`src/sv/bilinear_rgb_sampler_unit_defines.svh`:
```
`ifndef BILINEAR_RGB_SAMPLER_UNIT_DEFINES_SVH
`define BILINEAR_RGB_SAMPLER_UNIT_DEFINES_SVH

// Both macros expect signals named clock and reset in the calling scope.
`define BRS_ASSERT_NOW(label, ante, cons, msg) \
   label: assert property (@(posedge clock) disable iff (reset) (ante) |-> (cons)) \
      else $error(msg);

`define BRS_ASSERT_NEXT(label, ante, cons, msg) \
   label: assert property (@(posedge clock) disable iff (reset) (ante) |=> (cons)) \
      else $error(msg);

`endif

```
`src/sv/brs_pkg.sv`:
```
`default_nettype none

package brs_pkg;

   localparam int MAX_WIDTH = 512;
   localparam int MAX_HEIGHT = 512;
   localparam int FRAC_BITS = 8;

   localparam int DIM_W = 10;
   localparam int FIELD_POS_W = 9;
   localparam int CHAN_W = 8;
   localparam int NUM_CHANNELS = 3;
   localparam int PIXEL_W = NUM_CHANNELS * CHAN_W;
   localparam int SAMPLE_W = 17;
   localparam int INT_W = SAMPLE_W - FRAC_BITS;
   localparam int COL_W = $clog2(MAX_WIDTH);
   localparam int ROW_W = $clog2(MAX_HEIGHT);
   localparam int CMP_W = 24;

   localparam int WGT_W = FRAC_BITS + 1;
   localparam int TOP_W = CHAN_W + FRAC_BITS;
   localparam int SUM_W = CHAN_W + 2 * FRAC_BITS;

   localparam int NUM_BANKS = 4;
   localparam int BANK_SEL_W = 2;
   localparam int BANK_W = (MAX_WIDTH + 1) / 2;
   localparam int BANK_H = (MAX_HEIGHT + 1) / 2;
   localparam int BANK_DEPTH = BANK_W * BANK_H;
   localparam int BANK_AW = $clog2(BANK_DEPTH);

   localparam int APB_DW = 32;
   localparam int APB_AW = 3;
   localparam int REG_IDX_W = 1;

   localparam logic [DIM_W-1:0] DIM_RESET = DIM_W'(512);
   localparam logic [REG_IDX_W-1:0] REG_ACTIVE_WIDTH = REG_IDX_W'(0);
   localparam logic [REG_IDX_W-1:0] REG_ACTIVE_HEIGHT = REG_IDX_W'(1);

   localparam logic KIND_WRITE = 1'b0;
   localparam logic KIND_SAMPLE = 1'b1;

   localparam logic [WGT_W-1:0] WEIGHT_ONE = WGT_W'(1) << FRAC_BITS;
   localparam logic [SUM_W-1:0] ROUND_HALF = SUM_W'(1) << (2 * FRAC_BITS - 1);

   typedef struct packed {
      logic [COL_W-1:0] last_col;
      logic [ROW_W-1:0] last_row;
   } dims_type;

   typedef struct packed {
      logic                                sample;
      logic [NUM_BANKS-1:0]                wr_en;
      logic [NUM_BANKS-1:0][BANK_AW-1:0]   addr;
      logic [PIXEL_W-1:0]                  wdata;
      logic                                x1_odd;
      logic                                x2_odd;
      logic                                y1_odd;
      logic                                y2_odd;
      logic [FRAC_BITS-1:0]                fx;
      logic [WGT_W-1:0]                    wx;
      logic [FRAC_BITS-1:0]                fy;
      logic [WGT_W-1:0]                    wy;
   } fetch_type;

   typedef struct packed {
      logic [PIXEL_W-1:0]   p00;
      logic [PIXEL_W-1:0]   p01;
      logic [PIXEL_W-1:0]   p10;
      logic [PIXEL_W-1:0]   p11;
      logic [FRAC_BITS-1:0] fx;
      logic [WGT_W-1:0]     wx;
      logic [FRAC_BITS-1:0] fy;
      logic [WGT_W-1:0]     wy;
   } blend_in_type;

   // Address of a pixel inside the bank that its column and row parity select.
   function automatic logic [BANK_AW-1:0] bank_addr(logic [COL_W-1:0] col,
                                                    logic [ROW_W-1:0] row);
      logic [CMP_W-1:0] col_half;
      logic [CMP_W-1:0] row_half;
      col_half = CMP_W'(col) >> 1;
      row_half = CMP_W'(row) >> 1;
      return BANK_AW'(row_half * CMP_W'(BANK_W) + col_half);
   endfunction

   // Channel 0 is red in the upper byte, channel 2 is blue in the lower byte.
   function automatic logic [CHAN_W-1:0] chan_of(logic [PIXEL_W-1:0] pix, int c);
      return pix[PIXEL_W - 1 - c * CHAN_W -: CHAN_W];
   endfunction

endpackage

`default_nettype wire

```
`src/sv/brs_csr.sv`:
```
`default_nettype none

module brs_csr import brs_pkg::*; (
   input  wire logic              clock,
   input  wire logic              reset,
   input  wire logic              psel,
   input  wire logic              penable,
   input  wire logic              pwrite,
   input  wire logic [APB_AW-1:0] paddr,
   input  wire logic [APB_DW-1:0] pwdata,
   output logic      [APB_DW-1:0] prdata,
   output logic                   pready,
   output dims_type               dims
);

   logic [DIM_W-1:0]     width_ff;
   logic [DIM_W-1:0]     width_in;
   logic [DIM_W-1:0]     height_ff;
   logic [DIM_W-1:0]     height_in;
   logic                 wr_hit;
   logic [REG_IDX_W-1:0] reg_idx;

   assign pready = 1'b1;
   assign wr_hit = psel && penable && pwrite;
   assign reg_idx = paddr[APB_AW-1 -: REG_IDX_W];

   always_comb begin
      width_in = width_ff;
      height_in = height_ff;
      if (wr_hit) begin
         unique case (reg_idx)
            REG_ACTIVE_WIDTH: begin
               width_in = pwdata[DIM_W-1:0];
            end
            REG_ACTIVE_HEIGHT: begin
               height_in = pwdata[DIM_W-1:0];
            end
            default: begin
               width_in = width_ff;
            end
         endcase
      end
   end

   always_ff @(posedge clock) begin
      if (reset) begin
         width_ff <= DIM_RESET;
         height_ff <= DIM_RESET;
      end else begin
         width_ff <= width_in;
         height_ff <= height_in;
      end
   end

   always_comb begin
      unique case (reg_idx)
         REG_ACTIVE_WIDTH: begin
            prdata = APB_DW'(width_ff);
         end
         REG_ACTIVE_HEIGHT: begin
            prdata = APB_DW'(height_ff);
         end
         default: begin
            prdata = '0;
         end
      endcase
   end

   // A size of zero counts as one and a size above the store counts as the store size.
   always_comb begin
      if (width_ff == '0) begin
         dims.last_col = '0;
      end else if (CMP_W'(width_ff) > CMP_W'(MAX_WIDTH)) begin
         dims.last_col = COL_W'(MAX_WIDTH - 1);
      end else begin
         dims.last_col = COL_W'(width_ff - DIM_W'(1));
      end
      if (height_ff == '0) begin
         dims.last_row = '0;
      end else if (CMP_W'(height_ff) > CMP_W'(MAX_HEIGHT)) begin
         dims.last_row = ROW_W'(MAX_HEIGHT - 1);
      end else begin
         dims.last_row = ROW_W'(height_ff - DIM_W'(1));
      end
   end

endmodule

`default_nettype wire

```
`config.mk`:
```
export PLATFORM = sky130hd
export DESIGN_NAME = brs_csr
export DESIGN_NICKNAME = d
export VERILOG_FILES = /design/src/sv/bilinear_rgb_sampler_unit_defines.svh /design/src/sv/brs_pkg.sv /design/src/sv/brs_csr.sv
export SDC_FILE = /design/constraint.sdc
export NUM_CORES = 1
export LEC_CHECK = 0
export BUFFER_PORTS_ARGS = -buffer_cell sky130_fd_sc_hd__buf_2
export CAP_MARGIN = 10
export CORE_ASPECT_RATIO = 2
export CORE_MARGIN = 4
export CORE_UTILIZATION = 45
export CTS_BUF_LIST = sky130_fd_sc_hd__clkbuf_4
export CTS_CLUSTER_SIZE = 30
export DETAILED_ROUTE_END_ITERATION = 8
export PLACE_DENSITY = 0.95
export SLEW_MARGIN = 20
export SYNTH_ARGS = -nofsm -noshare
export SYNTH_HDL_FRONTEND = slang
export SYNTH_SLANG_ARGS = --single-unit
```
`constraint.sdc`:
```
create_clock -name clock -period 2.2 [get_ports clock]
set_input_delay 0.11 -clock clock [delete_from_list [all_inputs] [get_ports clock]]
set_output_delay 0.11 -clock clock [all_outputs]
set_load 0.01 [all_outputs]
```
==> metrics.md <==
| Metric | Value |
|---|---|
| Reg power frac | `42.9%` |
| Post-Syn Instances | `212` |
| Chip Height | `89.7 microns` |
| CTS tree | `yes` |
| Placed wire-length estimate | `3.14 mm` |
| Endpoints failing setup | `2` |
| Rel. slew slack | `56.4%` |
| Avg Cell Area, Syn | `7.08 sq um` |
| Multi-input logic area | `963 sq um` |
| Clock Sink Count | `20` |
| Unrepaired setup endpoints after global routing | `yes` |
| Iter 0 DRT Violations | `50` |
| Fmax | `438 MHz` |
| Global route total overflow | `0` |
| Synth unique cells | `40` |
| Initial antenna violation count | `0` |
| Outcome | `finished, violations left` |
| WP buf/inv | `2` |
| Final period util | `104%` |
| Crit path max-delay family | `simple AND/OR/NAND/NOR gates` |
| Worst setup EP type | `output port` |
| Int Pwr | `0.000644 W` |
| Failing checks | `setup timing` |
| Final nets | `298` |
| Via count | `1546` |
| CORE AREA | `0.00319 sq mm` |
| FILL cells | `295` |
| Max Slew Vio Count | `0` |
| DRC | `0` |
| PD cells | `503 mW/mm^2` |
| Logic pwr share | `23.5%` |
| Port bufs | `43` |
| Max_cap viols | `0` |
| Total CTS buffers | `3` |
| Cell Area, Synth | `0.00150 sq mm` |
| Die width | `48.8 microns` |
| Sw Share | `28.2%` |
| GRT Total Usage | `17.9%` |
| #FFs+latches synth | `20` |
| Die ar. | `0.00438 sq mm` |
| Req. time, crit path | `2.09 ns` |
| Clock network fraction of total power | `33.6%` |
| Bufs on Longest Clock Path | `2` |
| Global-route wire length before repair | `6.40 mm` |
| Layout area overhead | `18.8%` |
| Minimum clock period | `2.28 ns` |
| Net switching power | `0.000253 W` |
| Wire per inst | `14.1 microns` |
| Post-Route Utilization | `55.8%` |
| N_diodes | `0` |
| Crit-path max FO | `6` |
| Drt via density | `5.41` |
| Hold Path Depth | `3` |
| Worst-margin pin slew | `0.651 ns` |
| Largest net degree at the start of global routing | `21` |
| Rows | `29` |
| Worst skew pair latency | `0.30 ns` |
| Pleak | `0.781 nW` |
| Crit-path slowest cell | `or4b_4` |
| Setup ws final | `-0.0817 ns` |
| Critical path type | `reg -> out` |
| Hold_buf cts | `0` |
| Final antenna-violating net count | `0` |
| Vias in the first global route | `1484` |
| CP Cell Sequence | `inv_2, ha_4, or4b_4, or3b_4, maj3_2, buf_6` |
| H-tree lvl count | `1` |
| Critical Path Stages | `6` |
| HP Class | `in -> reg` |
| Max Clock Skew | `0 ns` |
| I/O pin count | `91` |
| Share of cells above drive strength 1 | `29.8%` |
| Crit path arrival time | `2.17 ns` |
| Syn. warnings | `0` |
| WL final | `4.03 mm` |
| Seq/Total Area, Yosys | `26.7%` |
| Critical Path Source Type | `register` |
| Largest stage delay, worst path | `0.46 ns` |
| Clock Tree Root | `clkbuf_4` |
| VDD IR max | `0.425 mV` |
| R2r worst-path depth | `2` |
| Final hold vios | `0` |
| Clock Pin Slew Worst Setup and Hold Paths | `0.11 ns` |
| Sequential cell area | `403 sq um` |
| Final GP Congestion | `0.862` |
| Total Power | `0.000897 W` |
| DR pass1 iterations | `4` |
| Initial Util | `47.0%` |
## state kept, by name (all words and copies together) (netlist names)
signal,count
height_ff,10
width_ff,10
## cell usage after synthesis
library cell	n	area, sq um
dfxtp_1	20	400
mux2_2	7	78.8
xnor2_1	2	17.5
conb_1	2	7.51
inv_1	8	30.0
or3b_1	1	8.76
o211ai_1	1	7.51
ha_1	2	25.0
mux2i_1	1	10.0
nand2b_1	3	18.8
maj3_1	2	20.0
a31oi_1	1	6.26
nor4_1	3	18.8
nor3_1	7	35.0
o31ai_1	2	15.0
nand4_1	1	6.26
clkbuf_1	10	37.5
maj3_2	2	22.5
and4b_1	1	10.0
a311oi_1	1	8.76
or3_1	1	6.26
xor2_1	3	26.3
o21ai_1	1	5.00
o22a_1	1	8.76
nand4b_1	1	8.76
nand2_1	51	191
or4b_4	1	13.8
o21ai_0	3	15.0
a211o_1	1	8.76
nor4b_1	1	8.76
a21oi_1	26	130
buf_4	23	173
nand3b_1	3	22.5
buf_2	1	5.00
or2_2	1	6.26
a21o_1	4	30.0
o21a_1	1	7.51
nor2_1	10	37.5
nand3_1	1	5.00
and3_1	1	6.26
## path summary, 6_finish.rpt
path / startpoint / end / slack [ns]
setup / recovery: height_ff[1] / dims[1] / -0.08
hold / removal: pwdata[5] / height_ff[5] / 0.03
setup reg to reg: height_ff[9] / height_ff[9] / 1.35
hold reg to reg: width_ff[1] / width_ff[1] / 0.50
## area by class of cell
| class | count | area share, % |
|---|---|---|
| sequential | 20 | 22.6 |
| clock inverter | 1 | 1.68 |
| clock buffer | 3 | 1.26 |
| timing repair buffer | 52 | 16.6 |
| inverter | 8 | 1.68 |
| multi-input combinational | 171 | 54.0 |
| tap | 31 | 2.18 |
## cell usage in the layout (no fill, tap or decap), types with 3 or more instances in the layout
cell type  synthesis  routed
nor2_1            10      10
nor3_1             7       7
inv_1              8       6
buf_4             23       9
nand2b_1           3       3
conb_1             2      23
o21ai_0            3       3
dfxtp_1           20      18
clkbuf_4           0       3
a21o_1             4       4
mux2_2             7       7
buf_2              1      41
nand2_1           51      50
nand3b_1           3       3
a21oi_1           26      26
xor2_1             3       3
## per-layer routing
layer  vias up  wire [microns]  track usage (%)
met5         -               0                0
met4         0             104             10.3
met3         9             268             1.98
met2        70            2330             37.1
met1       711            1330             16.0
li1        756               -                -
## repair_timing
action | CTS | global route
setup buffers | 2 | 0
pin swaps | 4 | 0
resized for setup | 9 | 3
setup endpoints to repair | 7 | 10
## cells by family (layout without fill, tap and decap cells)
| kind of cell | after synthesis | in the layout | share of synthesized area, % |
|---|---|---|---|
| adders and majority gates | 6 | 6 | 4.50 |
| other | 2 | 23 | 0.501 |
| buffers and inverters | 42 | 64 | 16.3 |
| xor gates and xnor gates | 5 | 5 | 2.92 |
| and+or+nand+nor | 87 | 87 | 26.9 |
| AOI/OAI and AO/OA | 42 | 42 | 16.2 |
| muxes | 8 | 8 | 5.92 |
| DFF | 20 | 20 | 26.7 |
## worst reg2reg max path, cell delays in order (launching register included)
cell and delay, ns:
dfxtp_1 0.59, nand2_1 0.10, nand3b_1 0.11
## metrics by stage
stage	hold slack (ns)	worst slack, ns	instance area, sq um	std cells	TNS (ns)
final	0.0343	-0.0817	1780	286	-0.162
after global routing	0.0271	-0.135	1780	286	-0.364
after CTS	0.0356	-0.0839	1770	286	-0.166
after detailed placement	0.356	0.0508	1670	280	0
after global placement	0.343	0.0931	1670	280	0
after floorplan	0.231	0.127	1580	233	0
## power by group through the flow
stage                     combinational (W)  sequential [W]  clock, W
final                              0.000211        0.000385  0.000301
after CTS                          0.000208        0.000384  0.000300
after detailed placement           0.000197        0.000392         0
after floorplan                    0.000168        0.000385         0
after global routing               0.000232        0.000387  0.000315
after global placement             0.000191        0.000391         0
(Power assumes the default switching activity.)
