--- src/sv/bilinear_rgb_sampler_unit_defines.svh ---
`ifndef BILINEAR_RGB_SAMPLER_UNIT_DEFINES_SVH
`define BILINEAR_RGB_SAMPLER_UNIT_DEFINES_SVH

// Both macros expect signals named clock and reset in the calling scope.
`define BRS_ASSERT_NOW(label, ante, cons, msg) \
   label: assert property (@(posedge clock) disable iff (reset) (ante) |-> (cons)) \
      else $error(msg);

`define BRS_ASSERT_NEXT(label, ante, cons, msg) \
   label: assert property (@(posedge clock) disable iff (reset) (ante) |=> (cons)) \
      else $error(msg);

`endif

--- src/sv/brs_pkg.sv ---
`default_nettype none

package brs_pkg;

   localparam int MAX_WIDTH = 512;
   localparam int MAX_HEIGHT = 512;
   localparam int FRAC_BITS = 8;

   localparam int DIM_W = 10;
   localparam int FIELD_POS_W = 9;
   localparam int CHAN_W = 8;
   localparam int NUM_CHANNELS = 3;
   localparam int PIXEL_W = NUM_CHANNELS * CHAN_W;
   localparam int SAMPLE_W = 17;
   localparam int INT_W = SAMPLE_W - FRAC_BITS;
   localparam int COL_W = $clog2(MAX_WIDTH);
   localparam int ROW_W = $clog2(MAX_HEIGHT);
   localparam int CMP_W = 24;

   localparam int WGT_W = FRAC_BITS + 1;
   localparam int TOP_W = CHAN_W + FRAC_BITS;
   localparam int SUM_W = CHAN_W + 2 * FRAC_BITS;

   localparam int NUM_BANKS = 4;
   localparam int BANK_SEL_W = 2;
   localparam int BANK_W = (MAX_WIDTH + 1) / 2;
   localparam int BANK_H = (MAX_HEIGHT + 1) / 2;
   localparam int BANK_DEPTH = BANK_W * BANK_H;
   localparam int BANK_AW = $clog2(BANK_DEPTH);

   localparam int APB_DW = 32;
   localparam int APB_AW = 3;
   localparam int REG_IDX_W = 1;

   localparam logic [DIM_W-1:0] DIM_RESET = DIM_W'(512);
   localparam logic [REG_IDX_W-1:0] REG_ACTIVE_WIDTH = REG_IDX_W'(0);
   localparam logic [REG_IDX_W-1:0] REG_ACTIVE_HEIGHT = REG_IDX_W'(1);

   localparam logic KIND_WRITE = 1'b0;
   localparam logic KIND_SAMPLE = 1'b1;

   localparam logic [WGT_W-1:0] WEIGHT_ONE = WGT_W'(1) << FRAC_BITS;
   localparam logic [SUM_W-1:0] ROUND_HALF = SUM_W'(1) << (2 * FRAC_BITS - 1);

   typedef struct packed {
      logic [COL_W-1:0] last_col;
      logic [ROW_W-1:0] last_row;
   } dims_type;

   typedef struct packed {
      logic                                sample;
      logic [NUM_BANKS-1:0]                wr_en;
      logic [NUM_BANKS-1:0][BANK_AW-1:0]   addr;
      logic [PIXEL_W-1:0]                  wdata;
      logic                                x1_odd;
      logic                                x2_odd;
      logic                                y1_odd;
      logic                                y2_odd;
      logic [FRAC_BITS-1:0]                fx;
      logic [WGT_W-1:0]                    wx;
      logic [FRAC_BITS-1:0]                fy;
      logic [WGT_W-1:0]                    wy;
   } fetch_type;

   typedef struct packed {
      logic [PIXEL_W-1:0]   p00;
      logic [PIXEL_W-1:0]   p01;
      logic [PIXEL_W-1:0]   p10;
      logic [PIXEL_W-1:0]   p11;
      logic [FRAC_BITS-1:0] fx;
      logic [WGT_W-1:0]     wx;
      logic [FRAC_BITS-1:0] fy;
      logic [WGT_W-1:0]     wy;
   } blend_in_type;

   // Address of a pixel inside the bank that its column and row parity select.
   function automatic logic [BANK_AW-1:0] bank_addr(logic [COL_W-1:0] col,
                                                    logic [ROW_W-1:0] row);
      logic [CMP_W-1:0] col_half;
      logic [CMP_W-1:0] row_half;
      col_half = CMP_W'(col) >> 1;
      row_half = CMP_W'(row) >> 1;
      return BANK_AW'(row_half * CMP_W'(BANK_W) + col_half);
   endfunction

   // Channel 0 is red in the upper byte, channel 2 is blue in the lower byte.
   function automatic logic [CHAN_W-1:0] chan_of(logic [PIXEL_W-1:0] pix, int c);
      return pix[PIXEL_W - 1 - c * CHAN_W -: CHAN_W];
   endfunction

endpackage

`default_nettype wire

--- src/sv/brs_rsp_if.sv ---
`default_nettype none

interface brs_rsp_if import brs_pkg::*; ();
   logic              valid;
   logic              ready;
   logic [CHAN_W-1:0] out_red;
   logic [CHAN_W-1:0] out_green;
   logic [CHAN_W-1:0] out_blue;

   modport source (
      output valid, out_red, out_green, out_blue,
      input  ready
   );

   modport sink (
      input  valid, out_red, out_green, out_blue,
      output ready
   );
endinterface

`default_nettype wire

--- src/sv/brs_blend.sv ---
`default_nettype none

module brs_blend import brs_pkg::*; (
   input  wire logic    clock,
   input  wire logic    reset,
   input  wire logic    in_valid,
   output logic         in_ready,
   input  wire blend_in_type in_data,
   brs_rsp_if.source    rsp_bus
);

   logic                 d_valid_ff;
   logic                 d_valid_in;
   logic [TOP_W-1:0]     top_ff [NUM_CHANNELS];
   logic [TOP_W-1:0]     top_in [NUM_CHANNELS];
   logic [TOP_W-1:0]     bot_ff [NUM_CHANNELS];
   logic [TOP_W-1:0]     bot_in [NUM_CHANNELS];
   logic [FRAC_BITS-1:0] d_fy_ff;
   logic [WGT_W-1:0]     d_wy_ff;
   logic                 ready_d;
   logic                 load_d;

   logic                 e_valid_ff;
   logic                 e_valid_in;
   logic [SUM_W-1:0]     sum [NUM_CHANNELS];
   logic [CHAN_W-1:0]    res_ff [NUM_CHANNELS];
   logic [CHAN_W-1:0]    res_in [NUM_CHANNELS];
   logic                 ready_e;
   logic                 load_e;

   assign ready_e = !e_valid_ff || rsp_bus.ready;
   assign ready_d = !d_valid_ff || ready_e;
   assign in_ready = ready_d;
   assign load_d = ready_d && in_valid;
   assign load_e = ready_e && d_valid_ff;
   assign d_valid_in = ready_d ? in_valid : d_valid_ff;
   assign e_valid_in = ready_e ? d_valid_ff : e_valid_ff;

   always_ff @(posedge clock) begin
      if (reset) begin
         d_valid_ff <= 1'b0;
         e_valid_ff <= 1'b0;
      end else begin
         d_valid_ff <= d_valid_in;
         e_valid_ff <= e_valid_in;
      end
   end

   // Horizontal blend of the upper and lower pixel pairs.
   always_comb begin
      for (int c = 0; c < NUM_CHANNELS; c++) begin
         top_in[c] = TOP_W'(chan_of(in_data.p00, c)) * TOP_W'(in_data.wx) +
                     TOP_W'(chan_of(in_data.p01, c)) * TOP_W'(in_data.fx);
         bot_in[c] = TOP_W'(chan_of(in_data.p10, c)) * TOP_W'(in_data.wx) +
                     TOP_W'(chan_of(in_data.p11, c)) * TOP_W'(in_data.fx);
      end
   end

   always_ff @(posedge clock) begin
      if (load_d) begin
         top_ff <= top_in;
         bot_ff <= bot_in;
         d_fy_ff <= in_data.fy;
         d_wy_ff <= in_data.wy;
      end
   end

   // Vertical blend, then round half up to the channel width.
   always_comb begin
      for (int c = 0; c < NUM_CHANNELS; c++) begin
         sum[c] = SUM_W'(top_ff[c]) * SUM_W'(d_wy_ff) +
                  SUM_W'(bot_ff[c]) * SUM_W'(d_fy_ff) + ROUND_HALF;
         res_in[c] = sum[c][SUM_W-1 -: CHAN_W];
      end
   end

   always_ff @(posedge clock) begin
      if (load_e) begin
         res_ff <= res_in;
      end
   end

   assign rsp_bus.valid = e_valid_ff;
   assign rsp_bus.out_red = res_ff[0];
   assign rsp_bus.out_green = res_ff[1];
   assign rsp_bus.out_blue = res_ff[2];

endmodule

`default_nettype wire

--- src/flat_wrapper.sv ---
// flat-port wrapper written by rule: the top's interface ports become plain ports
module brs_blend_flat import brs_pkg::*;
  (clock, reset, in_valid, in_ready, in_data, rsp_bus_valid, rsp_bus_out_red, rsp_bus_out_green, rsp_bus_out_blue, rsp_bus_ready);
  brs_rsp_if rsp_bus_i ();
  input  wire logic clock;
  input  wire logic reset;
  input  wire logic in_valid;
  output logic in_ready;
  input  wire blend_in_type in_data;
  output wire logic [$bits(rsp_bus_i.valid)-1:0] rsp_bus_valid;
  output wire logic [$bits(rsp_bus_i.out_red)-1:0] rsp_bus_out_red;
  output wire logic [$bits(rsp_bus_i.out_green)-1:0] rsp_bus_out_green;
  output wire logic [$bits(rsp_bus_i.out_blue)-1:0] rsp_bus_out_blue;
  input wire logic [$bits(rsp_bus_i.ready)-1:0] rsp_bus_ready;
  assign rsp_bus_valid = rsp_bus_i.valid;
  assign rsp_bus_out_red = rsp_bus_i.out_red;
  assign rsp_bus_out_green = rsp_bus_i.out_green;
  assign rsp_bus_out_blue = rsp_bus_i.out_blue;
  assign rsp_bus_i.ready = rsp_bus_ready;
  brs_blend u_core (.clock(clock), .reset(reset), .in_valid(in_valid), .in_ready(in_ready), .in_data(in_data), .rsp_bus(rsp_bus_i));
endmodule
--- config.mk ---
export PLATFORM = sky130hd
export DESIGN_NAME = brs_blend_flat
export DESIGN_NICKNAME = d
export VERILOG_FILES = /design/src/sv/bilinear_rgb_sampler_unit_defines.svh /design/src/sv/brs_pkg.sv /design/src/sv/brs_rsp_if.sv /design/src/sv/brs_blend.sv /design/src/flat_wrapper.sv
export SDC_FILE = /design/constraint.sdc
export NUM_CORES = 2
export LEC_CHECK = 0
export BUFFER_PORTS_ARGS = -buffer_cell sky130_fd_sc_hd__buf_2
export CELL_PAD_IN_SITES_DETAIL_PLACEMENT = 0
export CELL_PAD_IN_SITES_GLOBAL_PLACEMENT = 1
export CORE_UTILIZATION = 50
export DETAILED_ROUTE_END_ITERATION = 12
export PLACE_DENSITY_LB_ADDON = 0.1
export SLEW_MARGIN = 10
export SYNTH_ARGS = -nofsm -noshare
export SYNTH_HDL_FRONTEND = slang
export SYNTH_SLANG_ARGS = --single-unit
--- constraint.sdc ---
create_clock -name clock -period 14.65 [get_ports clock]
set_clock_uncertainty 0.05 [all_clocks]
set_input_delay 1.465 -clock clock [delete_from_list [all_inputs] [get_ports clock]]
set_output_delay 1.465 -clock clock [all_outputs]
set_load 0.1 [all_outputs]
==> impl_metrics.tcl <==
set metrics [dict create \
    drv_cap 0 \
    synthesis.area_mm2 0.0564 \
    worstHoldPathType "flip-flop to flip-flop" \
    insertion_delay_ns 0.52 \
    holdWs_ns 0.482 \
    route.detailed.drc 0 \
    cts_tree "yes" \
    clock.fmax_mhz 144 \
    layout_setup_ws_ns 7.69 \
    grt_pass1_wl_mm 225 \
    crit_type "flip-flop to flip-flop" \
    drtIter0Drc 1872 \
    placed_cell_area_mm2 0.0586 \
    worstRegToRegCells 19 \
    slew_headroom_pct 28.3 \
    r2r_start "u_core.d_fy_ff[7]" \
    die_area_mm2 0.114 \
    hold_viol 0 \
    period_needed_ns 6.96 \
    r2r_slack_ns 7.69 \
    core.rowCount 122 \
    worst_pin_slew_ns 1.07 \
    regToRegEndpoint "u_core.rsp_bus.out_blue[7]" \
    avgSynthCellArea_um2 9.23 \
    clk_path_buf_depth 2 \
    synth_edf_count 137 \
    syn-num-nets 8149 \
    use_met3_pct 3.36 \
    postCtsSetupRepairBufs 0 \
    vias 38300 \
    ctsHoldBuffers 0 \
    cts_sinks 139 \
    grt_pass1_vias 40900 \
    cts_buffers 17 \
    clockRootBuffer "clkbuf_16" \
    synth_cell_types 62 \
    min_from "u_core.d_valid_ff" \
    place.detailed.hpwl_mm 108 \
    die_y_um 338 \
    drtPass1Iterations 5 \
    wl_mm 136 \
    core-area_mm2 0.111 \
    cts_resized 0 \
    critPathLaunchType "flip-flop" \
    antenna_found_initial 6 \
    wl_per_cell_um 17.9 \
    areaGrowthSynthToFinish_pct 4.86 \
    setup_viol 0 \
    slew_violations 0 \
    globalplace.congestion 0.825 \
    cts_htree_levels 4 \
    setup_tns_ns 0 \
    globalRouteTotalUtil_pct 25.7 \
    status "finished, final reports clean" \
    grt_max_degree 67 \
    nets 8159 \
    worst_ep_required_time_ns 14.85 \
    cp.arrival_ns 7.16 \
    rsz0062_at_grt "false" \
    synthArstFlopShare_pct 0 \
    clk_pin_slew_ns 0.07 \
    min_period_over_period_pct 47.5 \
    grt_use_met2_pct 41.6 \
    grt_overflow_total 0 \
    port_buffers 159 \
    nFillCells 10600 \
    min_path_cells 2 \
    final_area_mm2 0.0591 \
    start_util_pct 50.7 \
    routed_via_density 5.02 \
    use_met1_pct 36.9 \
    path_max_fanout 25 \
    syn_inst 6113 \
    drive_gt1_share_pct 4.01 \
    yosys_warnings 0 \
    min_to "u_core.rsp_bus.valid" \
    route.antenna.remaining_nets 0 \
    yosys_register_bits 139 \
    busiest_layer "met2" \
    post-place-ws_ns 7.20 \
    yosysSeqAreaShare_pct 7.37 \
    endpoint_kind "flip-flop" \
    ios 160 \
    dieWidth_um 338 \
    synthFlopType "edfxtp_1" \
]
-- worst max-delay path by stage --
stage / slack [ns] / startpoint / cells past startpoint / end
after global routing: 7.39 / u_core.d_fy_ff[7] / 19 / u_core.rsp_bus.out_blue[7]
final: 7.69 / u_core.d_fy_ff[7] / 19 / u_core.rsp_bus.out_blue[7]
after floorplan: 7.69 / in_data[25] / 21 / u_core.top_ff[31]
after CTS: 7.68 / u_core.d_fy_ff[7] / 19 / u_core.rsp_bus.out_blue[7]
after detailed placement: 7.20 / in_data[25] / 21 / u_core.top_ff[31]
after global placement: 7.29 / in_data[25] / 21 / u_core.top_ff[31]
-- worst max-delay path: stages, from the launching register on --
cell and delay (ns):
edfxtp_1 1.03, buf_4 0.47, and2_1 0.20, fa_1 0.43, fa_1 0.52, fa_1 0.43, fa_1 0.46, fa_1 0.49
inv_1 0.05, fa_1 0.47, inv_1 0.04, ha_1 0.28, a21o_1 0.16, a21o_1 0.17, a22oi_1 0.36, o211ai_2 0.25
a2111oi_4 0.44, o31ai_2 0.14, a21oi_2 0.16, xnor2_1 0.08
-- synthesized netlist by cell type, types with 19 or more instances --
cell type	number	area share [%]
a21o_1	21	0.28
a21oi_1	55	0.49
and2_1	809	9.0
clkbuf_1	197	1.3
edfxtp_1	137	7.3
fa_1	1266	45
ha_1	636	14
inv_1	1712	11
nand2_1	857	5.7
nand3_1	19	0.17
nor2_1	51	0.34
nor3_1	26	0.23
xnor2_1	130	2.0
-- sequential cells by signal, summed over array words and instances, names as in the netlist --
signal,cells
u_core.rsp_bus.out_green,8
u_core.d_valid_ff,1
u_core.bot_ff,48
u_core.rsp_bus.out_blue,8
u_core.d_fy_ff,8
u_core.rsp_bus.valid,1
u_core.top_ff,48
u_core.rsp_bus.out_red,8
u_core.d_wy_ff,9
-- cell usage in the layout, fill, tap and decap left out, types with 4 or more instances in the layout --
master,instances
a211oi_1,13
xor2_1,18
o21ai_1,11
a31oi_1,6
or3_1,11
inv_1,1712
a21oi_1,55
fa_1,1266
nor2b_1,8
o311a_1,7
o21a_1,13
edfxtp_1,137
and3_1,13
buf_4,33
nor2_1,51
o21bai_1,10
a21o_1,21
nand3_1,19
and2_1,808
xnor2_1,130
nor3_1,26
ha_1,636
buf_2,159
diode_2,6
nand4_1,7
clkbuf_16,17
or2_2,7
o31ai_1,4
nand2_1,857
o21ai_0,12
clkinvlp_4,4
a211o_1,5
-- final cells by class --
cell class | instances | area [um2] | share of cell area (%)
Clock buffer | 19 | 443 | 0.749
Tap cell | 1488 | 1860 | 3.15
Sequential cell | 139 | 4150 | 7.02
Multi-Input combinational cell | 4061 | 45100 | 76.2
Antenna cell | 6 | 15.0 | 0.0254
Timing Repair Buffer | 192 | 1040 | 1.76
Clock inverter | 13 | 121 | 0.205
Inverter | 1712 | 6430 | 10.9
-- logic make-up after synthesis --
group,Yosys count,synth area share (%)
AO/OA/AOI/OAI,194,2.49
flip-flops,139,7.37
AND/OR/NAND/NOR,1816,16.0
XOR/XNOR,148,2.30
adder cells (fa/ha/maj),1902,59.1
buffers and inverters,1913,12.7
multiplexers,1,0.0178
-- stage by stage --
| step | utilization [%] | std cells |
|---|---|---|
| 2_1_floorplan | - | 6113 |
| 4_1_cts | 53.1 | 7624 |
| 5_1_grt | 53.1 | 7628 |
| 6_report | 53.1 | 7630 |
| 3_3_place_gp | 52.6 | 7592 |
| 3_5_place_dp | 52.6 | 7592 |
-- routing by layer --
layer,vias to the layer above,share of wire (%)
li1,17700,-
met1,19800,47
met2,732,46
met3,105,4.7
met4,2,2.1
met5,-,0.0095
Power is not shown: default switching activity piles up to over one toggle a cycle in this logic, so the estimate is an artifact.
