**config.mk**
```make
export PLATFORM = sky130hd
export DESIGN_NAME = brs_coord_flat
export DESIGN_NICKNAME = d
export VERILOG_FILES = /design/src/sv/bilinear_rgb_sampler_unit_defines.svh /design/src/sv/brs_pkg.sv /design/src/sv/brs_req_if.sv /design/src/sv/brs_coord.sv /design/src/flat_wrapper.sv
export SDC_FILE = /design/constraint.sdc
export NUM_CORES = 1
export LEC_CHECK = 0
export BUFFER_PORTS_ARGS = -buffer_cell sky130_fd_sc_hd__buf_2
export CORE_MARGIN = 2
export CORE_UTILIZATION = 56
export CTS_BUF_LIST = sky130_fd_sc_hd__clkbuf_8 sky130_fd_sc_hd__clkbuf_16
export DETAILED_ROUTE_END_ITERATION = 8
export GPL_ROUTABILITY_DRIVEN = 0
export PLACE_DENSITY = 0.85
export SLEW_MARGIN = 30
export SYNTH_ARGS = -nofsm -noshare
export SYNTH_HDL_FRONTEND = slang
export SYNTH_SLANG_ARGS = --single-unit
```
**constraint.sdc**
```tcl
create_clock -name clock -period 11.6 [get_ports clock]
set_input_delay 1.16 -clock clock [delete_from_list [all_inputs] [get_ports clock]]
set_output_delay 1.16 -clock clock [all_outputs]
set_load 0.01 [all_outputs]
```
**src/sv/bilinear_rgb_sampler_unit_defines.svh**
```systemverilog
`ifndef BILINEAR_RGB_SAMPLER_UNIT_DEFINES_SVH
`define BILINEAR_RGB_SAMPLER_UNIT_DEFINES_SVH

// Both macros expect signals named clock and reset in the calling scope.
`define BRS_ASSERT_NOW(label, ante, cons, msg) \
   label: assert property (@(posedge clock) disable iff (reset) (ante) |-> (cons)) \
      else $error(msg);

`define BRS_ASSERT_NEXT(label, ante, cons, msg) \
   label: assert property (@(posedge clock) disable iff (reset) (ante) |=> (cons)) \
      else $error(msg);

`endif

```
**src/sv/brs_pkg.sv**
```systemverilog
`default_nettype none

package brs_pkg;

   localparam int MAX_WIDTH = 512;
   localparam int MAX_HEIGHT = 512;
   localparam int FRAC_BITS = 8;

   localparam int DIM_W = 10;
   localparam int FIELD_POS_W = 9;
   localparam int CHAN_W = 8;
   localparam int NUM_CHANNELS = 3;
   localparam int PIXEL_W = NUM_CHANNELS * CHAN_W;
   localparam int SAMPLE_W = 17;
   localparam int INT_W = SAMPLE_W - FRAC_BITS;
   localparam int COL_W = $clog2(MAX_WIDTH);
   localparam int ROW_W = $clog2(MAX_HEIGHT);
   localparam int CMP_W = 24;

   localparam int WGT_W = FRAC_BITS + 1;
   localparam int TOP_W = CHAN_W + FRAC_BITS;
   localparam int SUM_W = CHAN_W + 2 * FRAC_BITS;

   localparam int NUM_BANKS = 4;
   localparam int BANK_SEL_W = 2;
   localparam int BANK_W = (MAX_WIDTH + 1) / 2;
   localparam int BANK_H = (MAX_HEIGHT + 1) / 2;
   localparam int BANK_DEPTH = BANK_W * BANK_H;
   localparam int BANK_AW = $clog2(BANK_DEPTH);

   localparam int APB_DW = 32;
   localparam int APB_AW = 3;
   localparam int REG_IDX_W = 1;

   localparam logic [DIM_W-1:0] DIM_RESET = DIM_W'(512);
   localparam logic [REG_IDX_W-1:0] REG_ACTIVE_WIDTH = REG_IDX_W'(0);
   localparam logic [REG_IDX_W-1:0] REG_ACTIVE_HEIGHT = REG_IDX_W'(1);

   localparam logic KIND_WRITE = 1'b0;
   localparam logic KIND_SAMPLE = 1'b1;

   localparam logic [WGT_W-1:0] WEIGHT_ONE = WGT_W'(1) << FRAC_BITS;
   localparam logic [SUM_W-1:0] ROUND_HALF = SUM_W'(1) << (2 * FRAC_BITS - 1);

   typedef struct packed {
      logic [COL_W-1:0] last_col;
      logic [ROW_W-1:0] last_row;
   } dims_type;

   typedef struct packed {
      logic                                sample;
      logic [NUM_BANKS-1:0]                wr_en;
      logic [NUM_BANKS-1:0][BANK_AW-1:0]   addr;
      logic [PIXEL_W-1:0]                  wdata;
      logic                                x1_odd;
      logic                                x2_odd;
      logic                                y1_odd;
      logic                                y2_odd;
      logic [FRAC_BITS-1:0]                fx;
      logic [WGT_W-1:0]                    wx;
      logic [FRAC_BITS-1:0]                fy;
      logic [WGT_W-1:0]                    wy;
   } fetch_type;

   typedef struct packed {
      logic [PIXEL_W-1:0]   p00;
      logic [PIXEL_W-1:0]   p01;
      logic [PIXEL_W-1:0]   p10;
      logic [PIXEL_W-1:0]   p11;
      logic [FRAC_BITS-1:0] fx;
      logic [WGT_W-1:0]     wx;
      logic [FRAC_BITS-1:0] fy;
      logic [WGT_W-1:0]     wy;
   } blend_in_type;

   // Address of a pixel inside the bank that its column and row parity select.
   function automatic logic [BANK_AW-1:0] bank_addr(logic [COL_W-1:0] col,
                                                    logic [ROW_W-1:0] row);
      logic [CMP_W-1:0] col_half;
      logic [CMP_W-1:0] row_half;
      col_half = CMP_W'(col) >> 1;
      row_half = CMP_W'(row) >> 1;
      return BANK_AW'(row_half * CMP_W'(BANK_W) + col_half);
   endfunction

   // Channel 0 is red in the upper byte, channel 2 is blue in the lower byte.
   function automatic logic [CHAN_W-1:0] chan_of(logic [PIXEL_W-1:0] pix, int c);
      return pix[PIXEL_W - 1 - c * CHAN_W -: CHAN_W];
   endfunction

endpackage

`default_nettype wire

```
**src/sv/brs_req_if.sv**
```systemverilog
`default_nettype none

interface brs_req_if import brs_pkg::*; ();
   logic                   valid;
   logic                   ready;
   logic                   kind;
   logic [FIELD_POS_W-1:0] pixel_col;
   logic [FIELD_POS_W-1:0] pixel_row;
   logic [CHAN_W-1:0]      in_red;
   logic [CHAN_W-1:0]      in_green;
   logic [CHAN_W-1:0]      in_blue;
   logic [SAMPLE_W-1:0]    sample_x;
   logic [SAMPLE_W-1:0]    sample_y;

   modport source (
      output valid, kind, pixel_col, pixel_row, in_red, in_green, in_blue,
             sample_x, sample_y,
      input  ready
   );

   modport sink (
      input  valid, kind, pixel_col, pixel_row, in_red, in_green, in_blue,
             sample_x, sample_y,
      output ready
   );
endinterface

`default_nettype wire

```
**src/sv/brs_coord.sv**
```systemverilog
`default_nettype none

module brs_coord import brs_pkg::*; (
   input  wire logic  clock,
   input  wire logic  reset,
   brs_req_if.sink    req_bus,
   input  wire dims_type dims,
   output logic       out_valid,
   input  wire logic  out_ready,
   output fetch_type  out_data
);

   logic                   a_valid_ff;
   logic                   a_valid_in;
   logic                   a_kind_ff;
   logic [FIELD_POS_W-1:0] a_col_ff;
   logic [FIELD_POS_W-1:0] a_row_ff;
   logic [PIXEL_W-1:0]     a_pix_ff;
   logic [SAMPLE_W-1:0]    a_sx_ff;
   logic [SAMPLE_W-1:0]    a_sy_ff;
   logic                   ready_a;
   logic                   load_a;

   logic                   b_valid_ff;
   logic                   b_valid_in;
   fetch_type              b_data_ff;
   fetch_type              b_data_in;
   logic                   ready_b;
   logic                   load_b;

   logic [INT_W-1:0]       xi;
   logic [INT_W-1:0]       yi;
   logic [COL_W-1:0]       x1;
   logic [COL_W-1:0]       x2;
   logic [ROW_W-1:0]       y1;
   logic [ROW_W-1:0]       y2;
   logic [COL_W-1:0]       col_even;
   logic [COL_W-1:0]       col_odd;
   logic [ROW_W-1:0]       row_even;
   logic [ROW_W-1:0]       row_odd;
   logic [COL_W-1:0]       wcol;
   logic [ROW_W-1:0]       wrow;
   logic                   w_in_store;
   logic [BANK_SEL_W-1:0]  wbank;
   logic [BANK_AW-1:0]     waddr;

   assign ready_b = !b_valid_ff || out_ready;
   assign ready_a = !a_valid_ff || ready_b;
   assign load_a = ready_a && req_bus.valid;
   assign load_b = ready_b && a_valid_ff;
   assign a_valid_in = ready_a ? req_bus.valid : a_valid_ff;
   assign b_valid_in = ready_b ? a_valid_ff : b_valid_ff;
   assign req_bus.ready = ready_a;

   always_ff @(posedge clock) begin
      if (reset) begin
         a_valid_ff <= 1'b0;
         b_valid_ff <= 1'b0;
      end else begin
         a_valid_ff <= a_valid_in;
         b_valid_ff <= b_valid_in;
      end
   end

   always_ff @(posedge clock) begin
      if (load_a) begin
         a_kind_ff <= req_bus.kind;
         a_col_ff <= req_bus.pixel_col;
         a_row_ff <= req_bus.pixel_row;
         a_pix_ff <= {req_bus.in_red, req_bus.in_green, req_bus.in_blue};
         a_sx_ff <= req_bus.sample_x;
         a_sy_ff <= req_bus.sample_y;
      end
      if (load_b) begin
         b_data_ff <= b_data_in;
      end
   end

   // Saturate the integer position, then clamp the right and lower neighbors.
   always_comb begin
      xi = a_sx_ff[SAMPLE_W-1:FRAC_BITS];
      yi = a_sy_ff[SAMPLE_W-1:FRAC_BITS];
      if (CMP_W'(xi) > CMP_W'(dims.last_col)) begin
         x1 = dims.last_col;
      end else begin
         x1 = COL_W'(xi);
      end
      if (CMP_W'(yi) > CMP_W'(dims.last_row)) begin
         y1 = dims.last_row;
      end else begin
         y1 = ROW_W'(yi);
      end
      x2 = (x1 < dims.last_col) ? x1 + COL_W'(1) : x1;
      y2 = (y1 < dims.last_row) ? y1 + ROW_W'(1) : y1;
      col_even = x1[0] ? x2 : x1;
      col_odd = x1[0] ? x1 : x2;
      row_even = y1[0] ? y2 : y1;
      row_odd = y1[0] ? y1 : y2;
   end

   always_comb begin
      wcol = COL_W'(a_col_ff);
      wrow = ROW_W'(a_row_ff);
      w_in_store = (CMP_W'(a_col_ff) < CMP_W'(MAX_WIDTH)) &&
                   (CMP_W'(a_row_ff) < CMP_W'(MAX_HEIGHT));
      wbank = {wrow[0], wcol[0]};
      waddr = bank_addr(wcol, wrow);
   end

   always_comb begin
      b_data_in.sample = (a_kind_ff == KIND_SAMPLE);
      b_data_in.wdata = a_pix_ff;
      for (int b = 0; b < NUM_BANKS; b++) begin
         if (a_kind_ff == KIND_SAMPLE) begin
            b_data_in.addr[b] = bank_addr(((b & 1) != 0) ? col_odd : col_even,
                                          ((b & 2) != 0) ? row_odd : row_even);
            b_data_in.wr_en[b] = 1'b0;
         end else begin
            b_data_in.addr[b] = waddr;
            b_data_in.wr_en[b] = w_in_store && (wbank == BANK_SEL_W'(b));
         end
      end
      b_data_in.x1_odd = x1[0];
      b_data_in.x2_odd = x2[0];
      b_data_in.y1_odd = y1[0];
      b_data_in.y2_odd = y2[0];
      b_data_in.fx = a_sx_ff[FRAC_BITS-1:0];
      b_data_in.fy = a_sy_ff[FRAC_BITS-1:0];
      b_data_in.wx = WEIGHT_ONE - WGT_W'(a_sx_ff[FRAC_BITS-1:0]);
      b_data_in.wy = WEIGHT_ONE - WGT_W'(a_sy_ff[FRAC_BITS-1:0]);
   end

   assign out_valid = b_valid_ff;
   assign out_data = b_data_ff;

endmodule

`default_nettype wire

```
**src/flat_wrapper.sv**
```systemverilog
// flat-port wrapper written by rule: the top's interface ports become plain ports
module brs_coord_flat import brs_pkg::*;
  (clock, reset, dims, out_valid, out_ready, out_data, req_bus_valid, req_bus_kind, req_bus_pixel_col, req_bus_pixel_row, req_bus_in_red, req_bus_in_green, req_bus_in_blue, req_bus_sample_x, req_bus_sample_y, req_bus_ready);
  brs_req_if req_bus_i ();
  input  wire logic clock;
  input  wire logic reset;
  input  wire dims_type dims;
  output logic out_valid;
  input  wire logic out_ready;
  output fetch_type out_data;
  input wire logic [$bits(req_bus_i.valid)-1:0] req_bus_valid;
  input wire logic [$bits(req_bus_i.kind)-1:0] req_bus_kind;
  input wire logic [$bits(req_bus_i.pixel_col)-1:0] req_bus_pixel_col;
  input wire logic [$bits(req_bus_i.pixel_row)-1:0] req_bus_pixel_row;
  input wire logic [$bits(req_bus_i.in_red)-1:0] req_bus_in_red;
  input wire logic [$bits(req_bus_i.in_green)-1:0] req_bus_in_green;
  input wire logic [$bits(req_bus_i.in_blue)-1:0] req_bus_in_blue;
  input wire logic [$bits(req_bus_i.sample_x)-1:0] req_bus_sample_x;
  input wire logic [$bits(req_bus_i.sample_y)-1:0] req_bus_sample_y;
  output wire logic [$bits(req_bus_i.ready)-1:0] req_bus_ready;
  assign req_bus_i.valid = req_bus_valid;
  assign req_bus_i.kind = req_bus_kind;
  assign req_bus_i.pixel_col = req_bus_pixel_col;
  assign req_bus_i.pixel_row = req_bus_pixel_row;
  assign req_bus_i.in_red = req_bus_in_red;
  assign req_bus_i.in_green = req_bus_in_green;
  assign req_bus_i.in_blue = req_bus_in_blue;
  assign req_bus_i.sample_x = req_bus_sample_x;
  assign req_bus_i.sample_y = req_bus_sample_y;
  assign req_bus_ready = req_bus_i.ready;
  brs_coord u_core (.clock(clock), .reset(reset), .req_bus(req_bus_i), .dims(dims), .out_valid(out_valid), .out_ready(out_ready), .out_data(out_data));
endmodule
```
==> results.txt <==
outcome: finished, final reports clean
Seq/Total Area, Yosys: 65.22%
Syn Inst Count: 577
num rows: 43
Initial DRC Count: 389
Avg Vias per Cell: 5.720
antenna diode count: 0
CP max stage delay: 0.52 ns
HP Class: reg2reg
hold endpoint: u_core.out_data[41]
cts hold-fix bufs: 0
hold_ws: 0.4191 ns
peak fanout along the critical path: 10
sum of buffers and inverters on the critical path: 4
Critical Path RT: 11.78 ns
Clk network pwr share: 37.4%
H-tree depth: 4
post_cts resized: 0
R2R setup slack: 6.58 ns
final-report max-slew violation count: 0
CORE AREA: 13990 µm²
nets: 920
clk buf depth: 2
Max Cap Viol: 0
critical path type: in2reg
YS warnings: 0
period utilization: 46.94%
Routed WL per cell: 18.39 µm
Worst-Margin Slew: 0.9071 ns
most frequent CP cell: a21o_1
slowest CP cell: a211oi_1
most frequent cells in the layout: 232 x buf_2, 174 x edfxtp_1, 38 x ha_1
CTS Buf Count: 17
RR Endpoint: u_core.out_data[89]
DRC violation count after routing: 0
sum of negative setup slack: 0 ns
layout cells sized above 1: 36.06%
port bufs: 231
endpoints failing setup: 0
final hold vios: 0
first-pass GRT wire length: 26740 µm
CTS tree: built
Comb power frac: 13.2%
sequential share of power: 49.4%
Initial Utilization: 57.71%
CTS Root Cell: clkbuf_16
Max VDD drop: 0.1049 mV
most common cell after layout, fill and taps aside: buf_2
Synth Cell Area: 8073 µm²
RSZ-0062 raised after global routing: false
largest net degree at the start of global routing: 75
fmax: 183.7 MHz
clock skew: 0.008970 ns
die height: 124.1 µm
NetSw: 0.4054 mW
initial antenna violation count: 0
Mapped Nets: 714
Tmin final: 5.445 ns
Avg Cell Area, Syn: 13.99 µm²
worst skew pair latency: 0.42 ns
final wirelength: 17950 µm
Die X: 124.1 µm
family with the most delay on the worst path: compound AO/OA/AOI/OAI gates
total die area: 15390 µm²
beginning of the critical path: dims[6]
Register-to-Register Path Depth: 16
GRT Residual Overflow: 0
DRT Pass-1 Iters: 6
clock sinks: 176
vias in the first global route: 5345
Reg clk slew, reported paths: 0.07 ns
Internal: 1.138 mW
switch share: 26.27%
relative slew slack: 39.53%
LEAKAGE: 4.026 nW
Antenna Nets Post-Route: 0
DP HPWL: 13010 µm
Synth cell types: 59
Post-CTS Setup Bufs: 0
Post-synth EDFFs: 174
FF+latch count, synth: 176
CP Data Arrival Time: 5.62 ns
synth-to-layout area growth: 21.54%
Setup crit end kind: flop
ys async rst share: 0%
Reg-to-Reg Start: u_core.a_sy_ff[14]
Power Dens Cells: 157.3 nW/µm²
hold_sp: u_core.a_pix_ff[3]
ys flop type: edfxtp_1
Global Route Usage Sum: 23.24%
critical-path cell list: buf_2 > inv_1 > ha_1 > nand4_1 > a211oi_1 > nor3_2 > nor2_2 > mux2i_1 > inv_1 > ha_1 > a21o_1 > a21o_1 > a21oi_1 > o211ai_1 > buf_2 > a2111oi_0 > xnor2_1 > a21o_1
hold depth: 0
via count: 5583
I/O pin cnt: 232
Worst setup SP type: input port
## flip-flops by register name, indices dropped and copies added (netlist names)
register and cells:
u_core.a_col_ff 9, u_core.a_valid_ff 1, u_core.a_kind_ff 1, u_core.a_sx_ff 17, u_core.out_valid 1, u_core.out_data 97
u_core.a_row_ff 9, u_core.a_pix_ff 24, u_core.a_sy_ff 17
## through the flow
stage          utilization [%]  total power [mW]  area, µm²  worst slack, ns  cells
2_1_floorplan                -            0.9106       8073            5.498    577
4_1_cts                  70.04             1.552       9797            6.214    975
3_5_place_dp             65.62            0.9755       9179            5.768    943
3_3_place_gp             65.47            0.9661       9159            6.072    942
5_1_grt                  70.14             1.605       9812            5.837    976
6_report                 70.14             1.543       9812            6.155    976
## worst max path at each step
stage                                      to  slack, ns  cells past startpoint
after floorplan            u_core.out_data[0]       5.50                      2
after global routing      u_core.out_data[89]       5.84                     18
after CTS                 u_core.out_data[89]       6.21                     17
after global placement    u_core.out_data[99]       6.07                     17
final                     u_core.out_data[89]       6.15                     18
after detailed placement  u_core.out_data[89]       5.77                     17
## layer usage
metal  up-vias  track usage (%)  wire, µm
li1       2580                -         -
met1      2611            27.57      6755
met2       334            40.20      9193
met3        58            5.495      1449
met4         0            10.39       547
met5         -                0         0
## synth_stat cells (all sizes together), types with 4 or more instances
cell type	instances	share of area, %
a211oi	11	1.2
a21o	10	0.93
a21oi	21	1.3
and2	5	0.39
and3	9	0.70
buf	37	3.5
clkbuf	11	0.51
edfxtp	174	65
ha	38	5.9
inv	34	1.6
mux2	7	0.98
mux2i	13	1.6
nand2	27	1.3
nand3	14	1.0
nand4	10	0.77
nor2	19	0.91
nor2b	7	0.54
nor3	20	1.3
nor4	4	0.31
o211ai	9	1.0
o21ai	20	1.2
o311ai	4	0.43
xnor2	18	2.0
xor2	9	0.98
## area by class of cell
class	instances	area, µm²
Fill cell	941	4177
Inverter	35	133.9
Clock buffer	17	425.4
Sequential cell	176	5265
Timing Repair Buffer	235	1196
Tap cell	180	225.2
Multi-Input combinational cell	318	2374
Clock inverter	15	192.7
## power groups by stage
stage                     Sequential [mW]  Clock, mW  Combinational [mW]
after detailed placement            0.776          0               0.200
after global placement              0.774          0               0.192
after CTS                           0.762      0.588               0.202
after global routing                0.766      0.613               0.226
final                               0.762      0.577               0.204
after floorplan                     0.784          0               0.126
## logic make-up after synthesis
family | Yosys count | synth area share [%]
AOI/OAI and AO/OA | 100 | 8.850
adders and majority gates | 38 | 5.890
xor gates and xnor gates | 27 | 2.929
and+or+nand+nor | 133 | 8.896
DFF | 176 | 65.22
muxes | 20 | 2.588
buffers and inverters | 83 | 5.626
Power figures use the tool's default switching activity.
